==> config.mk <==
export PLATFORM = sky130hd
export DESIGN_NAME = issue_queue_wakeup_select_flat
export DESIGN_NICKNAME = d
export VERILOG_FILES = /design/src/rtl/core/iqws_pkg.sv /design/src/rtl/core/iqws_stream_if.sv /design/src/rtl/core/iqws_table.sv /design/src/rtl/core/iqws_select.sv /design/src/rtl/core/issue_queue_wakeup_select.sv /design/src/flat_wrapper.sv
export SDC_FILE = /design/constraint.sdc
export NUM_CORES = 1
export LEC_CHECK = 0
export BUFFER_PORTS_ARGS = -buffer_cell sky130_fd_sc_hd__buf_2
export CORE_MARGIN = 2
export CORE_UTILIZATION = 45
export DETAILED_ROUTE_END_ITERATION = 16
export GPL_TIMING_DRIVEN = 0
export MAX_ROUTING_LAYER = met4
export SLEW_MARGIN = 0
export SYNTH_ARGS = -nofsm -noshare
export SYNTH_HDL_FRONTEND = slang
export SYNTH_SLANG_ARGS = --single-unit
==> constraint.sdc <==
create_clock -name clk -period 24.8 [get_ports clk]
set_input_delay 1.24 -clock clk [delete_from_list [all_inputs] [get_ports clk]]
set_output_delay 1.24 -clock clk [all_outputs]
set_load 0.01 [all_outputs]
==> src/rtl/core/iqws_pkg.sv <==
// Package for the issue queue wakeup/select block.
// Holds the transfer payload types and the per-entry record; no dependencies.
package iqws_pkg;

    localparam int REG_W  = 5;
    localparam int SLOT_W = 4;

    // Input transfer: one decoded instruction offer plus one writeback tag
    typedef struct packed {
        logic             insert_valid;
        logic [REG_W-1:0] src_a;
        logic [REG_W-1:0] src_b;
        logic [REG_W-1:0] dest_reg;
        logic             uses_a;
        logic             uses_b;
        logic             ready_a_in;
        logic             ready_b_in;
        logic             wake_valid;
        logic [REG_W-1:0] wake_tag;
    } iqws_req_t;

    // Output transfer: one result per input transfer
    typedef struct packed {
        logic              accepted;
        logic              table_full;
        logic              issued;
        logic [SLOT_W-1:0] issue_slot;
        logic [REG_W-1:0]  issue_src_a;
        logic [REG_W-1:0]  issue_src_b;
        logic [REG_W-1:0]  issue_dest;
    } iqws_rsp_t;

    // One queue entry (valid bit kept apart, it is the only reset state)
    typedef struct packed {
        logic [REG_W-1:0] src_a;
        logic [REG_W-1:0] src_b;
        logic [REG_W-1:0] dest;
        logic             uses_a;
        logic             uses_b;
        logic             ready_a;
        logic             ready_b;
    } iqws_entry_t;

    // Insert status from the entry table
    typedef struct packed {
        logic accepted;
        logic full;
    } iqws_tbl_stat_t;

endpackage

==> src/rtl/core/iqws_stream_if.sv <==
// Valid/ready stream interface used for both channels of the issue queue.
// The payload type is set per instance; depends on nothing else.
interface iqws_stream_if #(
    parameter type payload_t = logic
);
    logic     valid;
    logic     ready;
    payload_t payload;

    modport source (output valid, output payload, input ready);
    modport sink   (input valid, input payload, output ready);
endinterface

==> src/rtl/core/iqws_table.sv <==
// Entry table of the issue queue: insert into lowest free entry, tag wakeup,
// and release of the selected entry. Depends on iqws_pkg.
module iqws_table
    import iqws_pkg::*;
#(
    parameter int ENTRIES = 16
)(
    input  logic                      clk,
    input  logic                      rst_n,
    input  logic                      step,
    input  iqws_req_t                 req,
    input  logic [ENTRIES-1:0]        grant,
    output logic [ENTRIES-1:0]        valid_post,
    output iqws_entry_t [ENTRIES-1:0] entry_post,
    output iqws_tbl_stat_t            stat
);

    logic [ENTRIES-1:0]        valid_reg;
    logic [ENTRIES-1:0]        valid_next;
    iqws_entry_t [ENTRIES-1:0] entry_reg;
    logic [ENTRIES-1:0]        free_vec;
    logic [ENTRIES-1:0]        low_free;
    logic [ENTRIES-1:0]        ins_oh;
    iqws_entry_t               new_entry;

    // Lowest free entry, one-hot
    assign free_vec = ~valid_reg;
    assign low_free = free_vec & ((~free_vec) + ENTRIES'(1));
    assign ins_oh   = req.insert_valid ? low_free : '0;

    assign new_entry.src_a   = req.src_a;
    assign new_entry.src_b   = req.src_b;
    assign new_entry.dest    = req.dest_reg;
    assign new_entry.uses_a  = req.uses_a;
    assign new_entry.uses_b  = req.uses_b;
    assign new_entry.ready_a = req.ready_a_in;
    assign new_entry.ready_b = req.ready_b_in;

    assign valid_post    = valid_reg | ins_oh;
    assign stat.accepted = |ins_oh;
    assign stat.full     = &valid_post;

    // Insert then wakeup, per entry; a same-cycle insert sees the tag too
    always_comb
    begin
        iqws_entry_t e;
        for (int i = 0; i < ENTRIES; i++)
        begin
            e = ins_oh[i] ? new_entry : entry_reg[i];
            if (req.wake_valid && (e.src_a == req.wake_tag))
            begin
                e.ready_a = 1'b1;
            end
            if (req.wake_valid && (e.src_b == req.wake_tag))
            begin
                e.ready_b = 1'b1;
            end
            entry_post[i] = e;
        end
    end

    // Issued entry is freed
    assign valid_next = valid_post & ~grant;

    always_ff @(posedge clk or negedge rst_n)
    begin
        if (!rst_n)
        begin
            valid_reg <= '0;
        end
        else if (step)
        begin
            valid_reg <= valid_next;
        end
    end

    // Entry payload, no reset
    always_ff @(posedge clk)
    begin
        if (step)
        begin
            entry_reg <= entry_post;
        end
    end

endmodule

==> src/rtl/core/iqws_select.sv <==
// Select logic: highest-numbered valid entry with all used sources ready.
// Purely combinational; depends on iqws_pkg.
module iqws_select
    import iqws_pkg::*;
#(
    parameter int ENTRIES = 16
)(
    input  logic [ENTRIES-1:0]        valid_post,
    input  iqws_entry_t [ENTRIES-1:0] entry_post,
    output logic [ENTRIES-1:0]        grant,
    output logic                      issued,
    output logic [SLOT_W-1:0]         issue_slot,
    output iqws_entry_t               pick
);

    localparam int IDX_W = (ENTRIES > 1) ? $clog2(ENTRIES) : 1;
    localparam int EXT_W = (IDX_W > SLOT_W) ? IDX_W : SLOT_W;

    logic [ENTRIES-1:0] rdy;
    logic [ENTRIES-1:0] rdy_rev;
    logic [ENTRIES-1:0] low_rev;
    logic [IDX_W-1:0]   idx;
    logic [EXT_W-1:0]   idx_ext;

    // Request vector
    always_comb
    begin
        for (int i = 0; i < ENTRIES; i++)
        begin
            rdy[i] = valid_post[i]
                   && (!entry_post[i].uses_a || entry_post[i].ready_a)
                   && (!entry_post[i].uses_b || entry_post[i].ready_b);
        end
    end

    // Highest set bit: bit-reverse, isolate lowest, reverse back
    always_comb
    begin
        for (int i = 0; i < ENTRIES; i++)
        begin
            rdy_rev[i] = rdy[ENTRIES-1-i];
        end
    end

    assign low_rev = rdy_rev & ((~rdy_rev) + ENTRIES'(1));

    always_comb
    begin
        for (int i = 0; i < ENTRIES; i++)
        begin
            grant[i] = low_rev[ENTRIES-1-i];
        end
    end

    // One-hot to index and AND-OR mux of the picked entry
    always_comb
    begin
        idx  = '0;
        pick = '0;
        for (int i = 0; i < ENTRIES; i++)
        begin
            if (grant[i])
            begin
                idx  = idx | IDX_W'(i);
                pick = pick | entry_post[i];
            end
        end
    end

    assign issued     = |grant;
    assign idx_ext    = EXT_W'(idx);
    assign issue_slot = idx_ext[SLOT_W-1:0];

endmodule

==> src/rtl/core/issue_queue_wakeup_select.sv <==
// Issue queue with tag wakeup and highest-entry select.
//
// Channels: req (sink) carries one step: an optional instruction to insert
// and an optional writeback tag. rsp (source) carries exactly one result per
// req transfer: accepted, table_full, and the issued entry if any.
// Each step inserts into the lowest free entry, wakes matching sources
// (including the entry just inserted), then frees and reports the highest
// ready entry. table_full is sampled after insert, before the issue frees.
// Path: the req transfer goes into the input register, then one pass of
// insert/wakeup/select goes into the result register.
// Throughput: one transfer per cycle while rsp is not held (see Stall).
// Reset: the table is emptied and both registers are marked empty.
// Stall: while rsp is held, the result register keeps its value; one more
// req is taken into the input register, then req.ready drops.
// Depends on iqws_pkg, iqws_stream_if, iqws_table and iqws_select.
module issue_queue_wakeup_select
    import iqws_pkg::*;
#(
    parameter int ENTRIES = 16
)(
    input  logic                 clk,
    input  logic                 rst_n,
    iqws_stream_if.sink          req,
    iqws_stream_if.source        rsp
);

    logic                      in_valid_reg;
    iqws_req_t                 in_reg;
    logic                      out_valid_reg;
    iqws_rsp_t                 out_reg;
    iqws_rsp_t                 out_next;
    logic                      step;
    logic [ENTRIES-1:0]        grant;
    logic [ENTRIES-1:0]        valid_post;
    iqws_entry_t [ENTRIES-1:0] entry_post;
    iqws_tbl_stat_t            stat;
    logic                      issued;
    logic [SLOT_W-1:0]         issue_slot;
    iqws_entry_t               pick;

    // Process the held step when the result register is free or draining
    assign step      = in_valid_reg && (!out_valid_reg || rsp.ready);
    assign req.ready = !in_valid_reg || step;

    // Input register
    always_ff @(posedge clk or negedge rst_n)
    begin
        if (!rst_n)
        begin
            in_valid_reg <= 1'b0;
        end
        else if (req.ready)
        begin
            in_valid_reg <= req.valid;
        end
    end

    always_ff @(posedge clk)
    begin
        if (req.ready && req.valid)
        begin
            in_reg <= req.payload;
        end
    end

    iqws_table #(
        .ENTRIES (ENTRIES)
    ) u_table (
        .clk        (clk),
        .rst_n      (rst_n),
        .step       (step),
        .req        (in_reg),
        .grant      (grant),
        .valid_post (valid_post),
        .entry_post (entry_post),
        .stat       (stat)
    );

    iqws_select #(
        .ENTRIES (ENTRIES)
    ) u_select (
        .valid_post (valid_post),
        .entry_post (entry_post),
        .grant      (grant),
        .issued     (issued),
        .issue_slot (issue_slot),
        .pick       (pick)
    );

    // Result assembly
    assign out_next.accepted    = stat.accepted;
    assign out_next.table_full  = stat.full;
    assign out_next.issued      = issued;
    assign out_next.issue_slot  = issue_slot;
    assign out_next.issue_src_a = pick.src_a;
    assign out_next.issue_src_b = pick.src_b;
    assign out_next.issue_dest  = pick.dest;

    // Result register
    always_ff @(posedge clk or negedge rst_n)
    begin
        if (!rst_n)
        begin
            out_valid_reg <= 1'b0;
        end
        else if (step)
        begin
            out_valid_reg <= 1'b1;
        end
        else if (rsp.ready)
        begin
            out_valid_reg <= 1'b0;
        end
    end

    always_ff @(posedge clk)
    begin
        if (step)
        begin
            out_reg <= out_next;
        end
    end

    assign rsp.valid   = out_valid_reg;
    assign rsp.payload = out_reg;

endmodule

==> src/flat_wrapper.sv <==
// flat-port wrapper written by rule: the top's interface ports become plain ports
module issue_queue_wakeup_select_flat import iqws_pkg::*;
#(
    parameter int ENTRIES = 16
)
  (clk, rst_n, req_valid, req_payload, req_ready, rsp_valid, rsp_payload, rsp_ready);
  iqws_stream_if #(.payload_t(iqws_req_t)) req_i ();
  iqws_stream_if #(.payload_t(iqws_rsp_t)) rsp_i ();
  input  logic clk;
  input  logic rst_n;
  input wire logic [$bits(req_i.valid)-1:0] req_valid;
  input wire logic [$bits(req_i.payload)-1:0] req_payload;
  output wire logic [$bits(req_i.ready)-1:0] req_ready;
  output wire logic [$bits(rsp_i.valid)-1:0] rsp_valid;
  output wire logic [$bits(rsp_i.payload)-1:0] rsp_payload;
  input wire logic [$bits(rsp_i.ready)-1:0] rsp_ready;
  assign req_i.valid = req_valid;
  assign req_i.payload = req_payload;
  assign req_ready = req_i.ready;
  assign rsp_valid = rsp_i.valid;
  assign rsp_payload = rsp_i.payload;
  assign rsp_i.ready = rsp_ready;
  issue_queue_wakeup_select #(.ENTRIES(ENTRIES)) u_core (.clk(clk), .rst_n(rst_n), .req(req_i), .rsp(rsp_i));
endmodule
# Word level (Yosys, flattened, before mapping)
# Cells that the tools add are included.
# word_totals
wordCells	411
ff_bits	370
inputBits	30
# classes
n_eq_ne	32
n_reduce_logical	141
add_sub_neg	2
bitwise_logic	23
n_mux	78
# ops
cell	n
$mux 19	32
$or 19x19->19	15
$eq 5x5->1	32
$logic_and 1x1->1	66
$not 16->16	4
$and 16x16->16	3
$mux 1	37
$logic_not 1->1	34
$logic_or 1x1->1	34
$add 16x1->16 const B	2
$reduce_or 16->1	2
$mux 16	1
$or 16x16->16	1
$reduce_and 16->1	1
$mux 3	4
$mux 2	4
$reduce_or 8->1	1
$reduce_or 4->1	1
$reduce_bool 2->1	1
$reduce_or 2->1	1

# Depth between registers and ports, before layout
# Gate-level depths: netlist of run 1.
# depth
depth_word	46
ltp_mapped	17

# Cells and area by module
# From an unflattened synthesis of run 1, not the netlist that was laid out.
# unflattened
cells_unflattened	1955
hier_area_um2	21196.6
# by_module_without_submodules
mod	cells_per_inst	area_each_um2	instances
iqws_table	1482	16853.7	1
iqws_select	417	2797.7	1
issue_queue_wakeup_select	56	1545.2	1

# Least setup slack after synthesis of run 1
# No wires, ideal clock.
# synth_timing
path_kind	input -> register
start	input port rsp_ready
end	register u_core.u_table.valid_reg[10]
setup_ps	532
slack_ps	13177
t_arrival_ps	11091
required_ps	24268
path_stages	5
path_cell_list	nand2b_1 > nand2_1 > inv_1 > clkbuf_1 > a41oi_1
# synth_between
elab_chain_cells	2
# synth_rtl
item	line	source
start: declaration	flat_wrapper.sv:16	input wire logic [$bits(rsp_i.ready)-1:0] rsp_ready;
$logic_or 1x1->1	issue_queue_wakeup_select.sv:42	assign step = in_valid_reg && (!out_valid_reg || rsp.ready);
$logic_and 1x1->1	issue_queue_wakeup_select.sv:42	
via u_core.step	issue_queue_wakeup_select.sv:32	logic step;
end signal: assignment	iqws_table.sv:73	valid_reg <= valid_next;
end: declaration	iqws_table.sv:18	logic [ENTRIES-1:0] valid_reg;
# The timed path passes the listed nets, and every way through them passes these cells.
# A chain may end at the register's enable or synchronous reset.

==> results.py, run 1 <==
metrics = {
    "cts": {
        "ctsHtreeMaxLevel": 2,
        "clk_pin_slew_worst_paths_ns": 0.06,
        "cts_resized": 0,
        "clock_latency_ns": 0.60,
        "clockRootBuffer": "clkbuf_16",
        "clock_sinks": 370,
        "cts_max_path_buffers": 3,
        "hold_buffers": 0,
        "cts_buffers": 44,
        "cts_setup_buffers": 0,
        "cts_tree": "done",
    },
    "layout": {
        "regArea_um2": 11000,
        "largest_reg_flops": 304,
        "area_growth_pct": 12.5,
        "multi_input_area_um2": 9740,
        "finalNetCount": 2389,
        "drive_gt1_frac": 0.113,
        "nFillCells": 4408,
    },
    "power": {
        "irDropWorstVdd_mv": 0.0638,
        "pwr-share-clk": 0.344,
        "p_comb_frac": 0.266,
        "seqPwrFrac": 0.390,
        "power_density_nw_per_um2": 83.9,
        "intPower_mw": 1.34,
        "p_switching_uw": 707,
        "power_mw": 2.05,
        "swShare": 0.345,
        "p_leak_nw": 8.90,
    },
    "timing": {
        "tightest_slew_ns": 1.56,
        "setup_viol": 0,
        "min_period_ns": 6.44,
        "rsz0062_at_grt": "false",
        "clock.fmax_mhz": 155,
        "slew_headroom": -0.0368,
        "drv_slew": 7,
        "finalClockSkew_ns": 0.0142,
        "period_share": 0.260,
        "tns_ns": 0,
        "finalHoldViolCount": 0,
    },
    "detailed_routing": {
        "routed_wl_um": 97000,
        "post_drt_wl_per_cell_um": 32.2,
        "drt_iter0_markers": 2766,
        "detail_route.vias_per_cell": 6.45,
        "drc": 0,
        "first_pass_iters": 8,
        "vias": 19446,
        "ant_nets": 0,
    },
    "min_path": {
        "holdPathEnd": "u_core.rsp.valid",
        "min-delay-start": "u_core.in_valid_reg",
        "hold_depth": 1,
        "hold_path_class": "register to register",
    },
    "yosys": {
        "syn_nets": 2285,
        "yosys_warnings": 0,
        "synth-main-ff-cell": "edfxtp_1",
        "yosys.cell_types.count": 101,
        "synth_edf_count": 352,
        "ys_seq_area_frac": 0.507,
        "syn_area_um2": 21700,
        "synth_area_per_cell_um2": 9.64,
        "async_flop_share": 0.0486,
        "synth_seq_cells": 370,
        "syn_inst": 2255,
    },
    "global_routing": {
        "antenna_found_initial": 4,
        "grt-ovfl-total": 0,
        "grt_pass1_wl_um": 135000,
        "grt_usage": 0.396,
        "grt_max_degree": 64,
        "grt_pass1_vias": 18199,
    },
    "place": {
        "port-buffer-count": 53,
        "dp_hpwl_um": 70300,
        "gp_congestion": 1.00,
    },
    "floorplan": {
        "dieArea_um2": 50100,
        "die_h_um": 224,
        "ioPinCount": 54,
        "die_w_um": 224,
        "row_count": 80,
        "start_util": 0.455,
        "fp.coreArea_um2": 47700,
    },
    "status": {
        "status": "complete, but fails checks",
        "violations": "slew limit",
    },
    "worst_setup_path": {
        "rr_worst_depth": 11,
        "cp.required_ns": 25.09,
        "r2r_slack_ns": 18.36,
        "startpoint_type": "register",
        "crit_arrival_ns": 6.73,
        "crit_path_frequent_cell": "nand2_1",
        "startpoint": "u_core.in_reg[18]",
        "rr_endpoint": "u_core.rsp.payload[7]",
        "critPathCaptureType": "register",
        "crit_slowest_cell": "a21oi_1",
        "r2r_start": "u_core.in_reg[18]",
        "cp_slowest_stage_delay_ns": 1.02,
        "crit_chain": "xnor2_1 > nand2_1 > o31ai_1 > o22a_1 > nand2_1 > a21oi_1 > nor4_2 > clkbuf_1 > a22o_1 > a211oi_1 > nand3_1",
        "crit_fanout": 10,
        "critPathKind": "register to register",
    },
    "flow_run": {
        "drv_cap": 0,
    },
}
-- critical path: cells and delay by family, from the launching register on --
family	cells	cell delay, ns
flip-flops	1	0.76
buffers and inverters	1	0.48
AND/OR/NAND/NOR	4	0.98
AO/OA/AOI/OAI	5	3.14
XOR/XNOR	1	0.75
-- power by group through the flow --
stage,combinational (mW),clock [mW],sequential [mW]
finish,0.546,0.705,0.800
global placement,0.519,0,0.840
global route,0.567,0.729,0.805
floorplan,0.297,0,0.828
CTS,0.530,0.709,0.799
detailed placement,0.525,0,0.811
-- cells in the final DEF, fill, tap and decap left out, types with 10 or more instances in the layout --
cell / count
inv_1: 58
dfrtp_1: 18
xor2_1: 71
a221oi_1: 10
nand3b_1: 12
a22oi_1: 13
a221o_1: 11
and3_1: 13
clkbuf_1: 105
o31ai_1: 10
xnor2_1: 68
a211o_1: 11
nor4_1: 21
nand2_1: 606
nor3b_1: 11
clkbuf_16: 46
a21oi_1: 85
a31oi_1: 21
o211ai_1: 19
a211oi_1: 14
nor2_1: 95
o22ai_1: 11
nor3_1: 29
clkinv_2: 11
o21ai_0: 76
and2_1: 13
nand2b_1: 35
nor2b_1: 27
buf_4: 13
buf_2: 89
nand3_1: 64
edfxtp_1: 352
a2bb2oi_1: 11
nand4_1: 28
mux2i_1: 41
mux2_2: 43
-- layout make-up --
type,instances,share of cell area
inverters,65,0.00998
multi-input cells,1657,0.398
flip-flops and latches,370,0.451
well taps,615,0.0315
clock buffers,51,0.0482
diodes,7,0.000716
clock inverters,31,0.0141
repair buffers,58,0.0165
plain buffers,163,0.0302
-- Yosys cell counts (7+ instances only) --
| cell type | instances | area (um^2) |
|---|---|---|
| nor3b_1 | 11 | 82.6 |
| a2bb2oi_1 | 11 | 96.3 |
| xor2_1 | 71 | 622 |
| o221ai_1 | 8 | 70.1 |
| buf_1 | 8 | 30.0 |
| buf_2 | 36 | 180 |
| a21oi_1 | 85 | 425 |
| nand3b_1 | 12 | 90.1 |
| a31oi_1 | 21 | 131 |
| a221o_1 | 11 | 110 |
| nand4_1 | 28 | 175 |
| a221oi_1 | 10 | 87.6 |
| o21ai_0 | 76 | 380 |
| o21a_1 | 7 | 52.6 |
| buf_4 | 13 | 97.6 |
| a211o_1 | 11 | 96.3 |
| and4_1 | 7 | 61.3 |
| nand2_1 | 606 | 2270 |
| o31ai_1 | 10 | 75.1 |
| nor2b_1 | 27 | 169 |
| nand2b_1 | 35 | 219 |
| inv_1 | 58 | 218 |
| or2_2 | 7 | 43.8 |
| nor4_1 | 21 | 131 |
| and3_1 | 13 | 81.3 |
| nor3_1 | 29 | 145 |
| o22ai_1 | 11 | 68.8 |
| and2_1 | 13 | 81.3 |
| mux2_2 | 43 | 484 |
| nor2_1 | 95 | 357 |
| a22oi_1 | 13 | 97.6 |
| mux2i_1 | 41 | 410 |
| or3_1 | 8 | 50.1 |
| a211oi_1 | 14 | 105 |
| clkbuf_1 | 102 | 383 |
| edfxtp_1 | 352 | 10600 |
| dfrtp_1 | 18 | 450 |
| o211ai_1 | 19 | 143 |
| a22o_1 | 9 | 78.8 |
| nand3_1 | 64 | 320 |
| a32oi_1 | 9 | 78.8 |
| xnor2_1 | 68 | 596 |
-- per-stage QoR --
stage	util	hold slack [ns]	area, um^2	instances	setup slack, ns
2_1_floorplan	-	0.457	21700	2255	13.18
3_3_place_gp	0.477	0.478	22800	2923	7.44
3_5_place_dp	0.480	0.490	22900	2928	18.68
4_1_cts	0.512	0.495	24400	3010	18.67
5_1_grt	0.512	0.524	24400	3012	18.44
6_report	0.512	0.496	24500	3017	18.36
-- worst max path at each step --
stage                              endpoint
3_3_place_gp   u_core.u_table.valid_reg[10]
2_1_floorplan  u_core.u_table.valid_reg[10]
3_5_place_dp         u_core.rsp.payload[12]
4_1_cts              u_core.rsp.payload[10]
6_report              u_core.rsp.payload[7]
5_1_grt              u_core.rsp.payload[10]
-- logic make-up (layout without fill, tap and decap cells) --
group / Yosys count / count (layout) / share of synthesized area
AND/OR/NAND/NOR: 1019 / 1019 / 0.216
adder cells (fa/ha/maj): 1 / 1 / 0.000460
other: 0 / 7 / 0
buffers and inverters: 228 / 368 / 0.0451
AO/OA/AOI/OAI: 414 / 414 / 0.135
flip-flops: 370 / 370 / 0.507
multiplexers: 84 / 84 / 0.0412
XOR/XNOR: 139 / 139 / 0.0560
-- metal layers --
| layer | GRT usage | vias to the layer above | share of wire |
|---|---|---|---|
| li1 | - | 8341 | - |
| met1 | 0.526 | 9482 | 0.40 |
| met2 | 0.543 | 1370 | 0.41 |
| met3 | 0.105 | 253 | 0.13 |
| met4 | 0.231 | 0 | 0.064 |
| met5 | - | - | 0 |
Power figures use the tool's default switching activity.
==> run 2: changes to the inputs <==
- clock period: 24.8 -> 6.67 ns (I/O delays scaled with it)
==> run 2 against run 1 <==
  * The flow finishes with violations (capacitance limit, setup timing)
  * Die area did not move
  * Maximum frequency down 4.7%
  * Flip-flop and latch count unchanged
  * Final cell count increased by 0.66%
  * Sequential power grew to 3.7 times the previous value
  * Cell area increased by 0.76%
  * Routed wire length rose by 0.14%
  * First-iteration DRC count increased by 4.8%
  * Via count rose by 0.41%
  * Utilization grew 0.39 points
  * Total power grew to 3.7 times the previous value
  * Critical endpoint is now u_core.rsp.payload[12]
  * Largest cell class unchanged
  * Largest power group unchanged
==> results.py, run 2 (synthesis gave the netlist of run 1 again) <==
metrics = {
    "status": {
        "status": "complete, but fails checks",
        "violations": "capacitance limit, setup timing",
    },
    "place": {
        "placed_area_um2": 22900,
        "place_ws_ns": 0.275,
        "dp_hpwl_um": 69400,
        "port-buffer-count": 53,
        "gp_congestion": 0.996,
    },
    "layout": {
        "layout_common_cells": "nand2_1 (606), edfxtp_1 (352), clkbuf_1 (106)",
        "area_growth_pct": 13.4,
        "finalNetCount": 2416,
        "nFillCells": 4471,
        "stdcell_area_um2": 24600,
        "final_common_cell": "nand2_1",
        "largest_reg_flops": 304,
        "drive_gt1_frac": 0.109,
    },
    "floorplan": {
        "die_w_um": 224,
        "row_count": 80,
        "ioPinCount": 54,
        "die_h_um": 224,
        "start_util": 0.455,
        "fp.coreArea_um2": 47700,
        "dieArea_um2": 50100,
    },
    "timing": {
        "slew_headroom": 0.0287,
        "period_share": 1.01,
        "clock.fmax_mhz": 148,
        "min_period_ns": 6.76,
        "finalHoldViolCount": 0,
        "timing.final.ws_setup_ns": -0.0891,
        "drv_slew": 0,
        "setup_viol": 2,
        "rsz0062_at_grt": "false",
        "finalClockSkew_ns": 0.0132,
        "tightest_slew_ns": 1.42,
    },
    "cts": {
        "cts_max_path_buffers": 3,
        "clockRootBuffer": "clkbuf_16",
        "clk_pin_slew_worst_paths_ns": 0.06,
        "clock_latency_ns": 0.59,
        "clock_sinks": 370,
        "cts_resized": 0,
        "cts_buffers": 45,
        "ctsHtreeMaxLevel": 2,
        "cts_tree": "done",
    },
    "global_routing": {
        "grt_usage": 0.397,
        "grt_pass1_wl_um": 136000,
        "antenna_found_initial": 3,
        "grt_pass1_vias": 18290,
        "grt-ovfl-total": 0,
        "grt_max_degree": 117,
    },
    "min_path": {
        "hold_depth": 3,
        "hold_path_class": "input pin to register",
    },
    "power": {
        "p_leak_nw": 8.98,
        "power_density_nw_per_um2": 307,
        "irDropWorstVdd_mv": 0.249,
    },
    "detailed_routing": {
        "ant_nets": 0,
        "drt_iter0_markers": 2900,
        "drc": 0,
        "first_pass_iters": 6,
        "routed_wl_um": 97100,
        "post_drt_wl_per_cell_um": 32.0,
        "detail_route.vias_per_cell": 6.43,
        "vias": 19526,
    },
    "worst_setup_path": {
        "r2r_slack_ns": -0.09,
        "crit_arrival_ns": 7.03,
        "rr_worst_depth": 11,
        "cp.required_ns": 6.94,
        "startpoint_type": "register",
        "crit_fanout": 10,
        "critPathKind": "register to register",
        "critPathCaptureType": "register",
    },
    "flow_run": {
        "drv_cap": 1,
    },
}
run 2: layer usage:
layer | vias to the layer above | GRT usage | wire length [um]
met2 | 1322 | 0.558 | 40500
li1 | 8398 | - | -
met5 | - | - | 0
met3 | 247 | 0.103 | 11400
met1 | 9559 | 0.525 | 39200
met4 | 0 | 0.211 | 6050
run 2: through the flow:
step           TNS, ns  hold slack [ns]  power [mW]  instances  utilization
6_report        -0.151           0.0569        7.57       3037        0.516
5_1_grt              0           0.0740        7.76       3037        0.516
4_1_cts              0           0.0298        7.51       3035        0.516
3_5_place_dp         0            0.360        4.95       2926        0.479
3_3_place_gp   -508.53            0.371        4.99       2923        0.477
2_1_floorplan        0           0.0379        4.15       2255            -
run 2: worst max-delay path, stage by stage (launching register included):
cell	delay, ns
edfxtp_1	0.74
xnor2_1	0.79
nand2_1	0.37
o31ai_1	0.77
o22a_1	0.28
nand2_1	0.07
a21oi_1	1.07
nor4_2	0.40
clkbuf_1	0.48
a22oi_1	0.39
nor4b_1	0.78
nand3_1	0.26
run 2: path summary, 6_finish.rpt:
| path | end | from |
|---|---|---|
| min | u_core.rsp.valid | rsp_ready |
| min reg2reg | u_core.rsp.valid | u_core.in_valid_reg |
| max | u_core.rsp.payload[12] | u_core.in_reg[18] |
| max reg2reg | u_core.rsp.payload[12] | u_core.in_reg[18] |
| min in group asynchronous | u_core.u_table.valid_reg[11] | rst_n |
| max in group asynchronous | u_core.u_table.valid_reg[0] | rst_n |
run 2: layout make-up:
cell class,count,area [um^2],share of cell area
Inverter,65,244,0.00990
Timing Repair Buffer,84,628,0.0255
Clock inverter,29,290,0.0118
Multi-Input combinational cell,1657,9750,0.395
Sequential cell,370,11000,0.447
Buffer,163,746,0.0303
Tap cell,615,769,0.0312
Clock buffer,52,1190,0.0485
Antenna cell,2,5.00,0.000203
run 2: report_power, final:
group,internal [mW],switching (mW)
combinational,0.603,1.43
sequential,2.86,0.119
clock,1.51,1.05
run 2: timing repair:
| action | 4_1_cts | 5_1_grt |
|---|---|---|
| setup buffers | 0 | 0 |
| endpoints found under the hold margin | 45 | 0 |
| hold buffers | 28 | 0 |
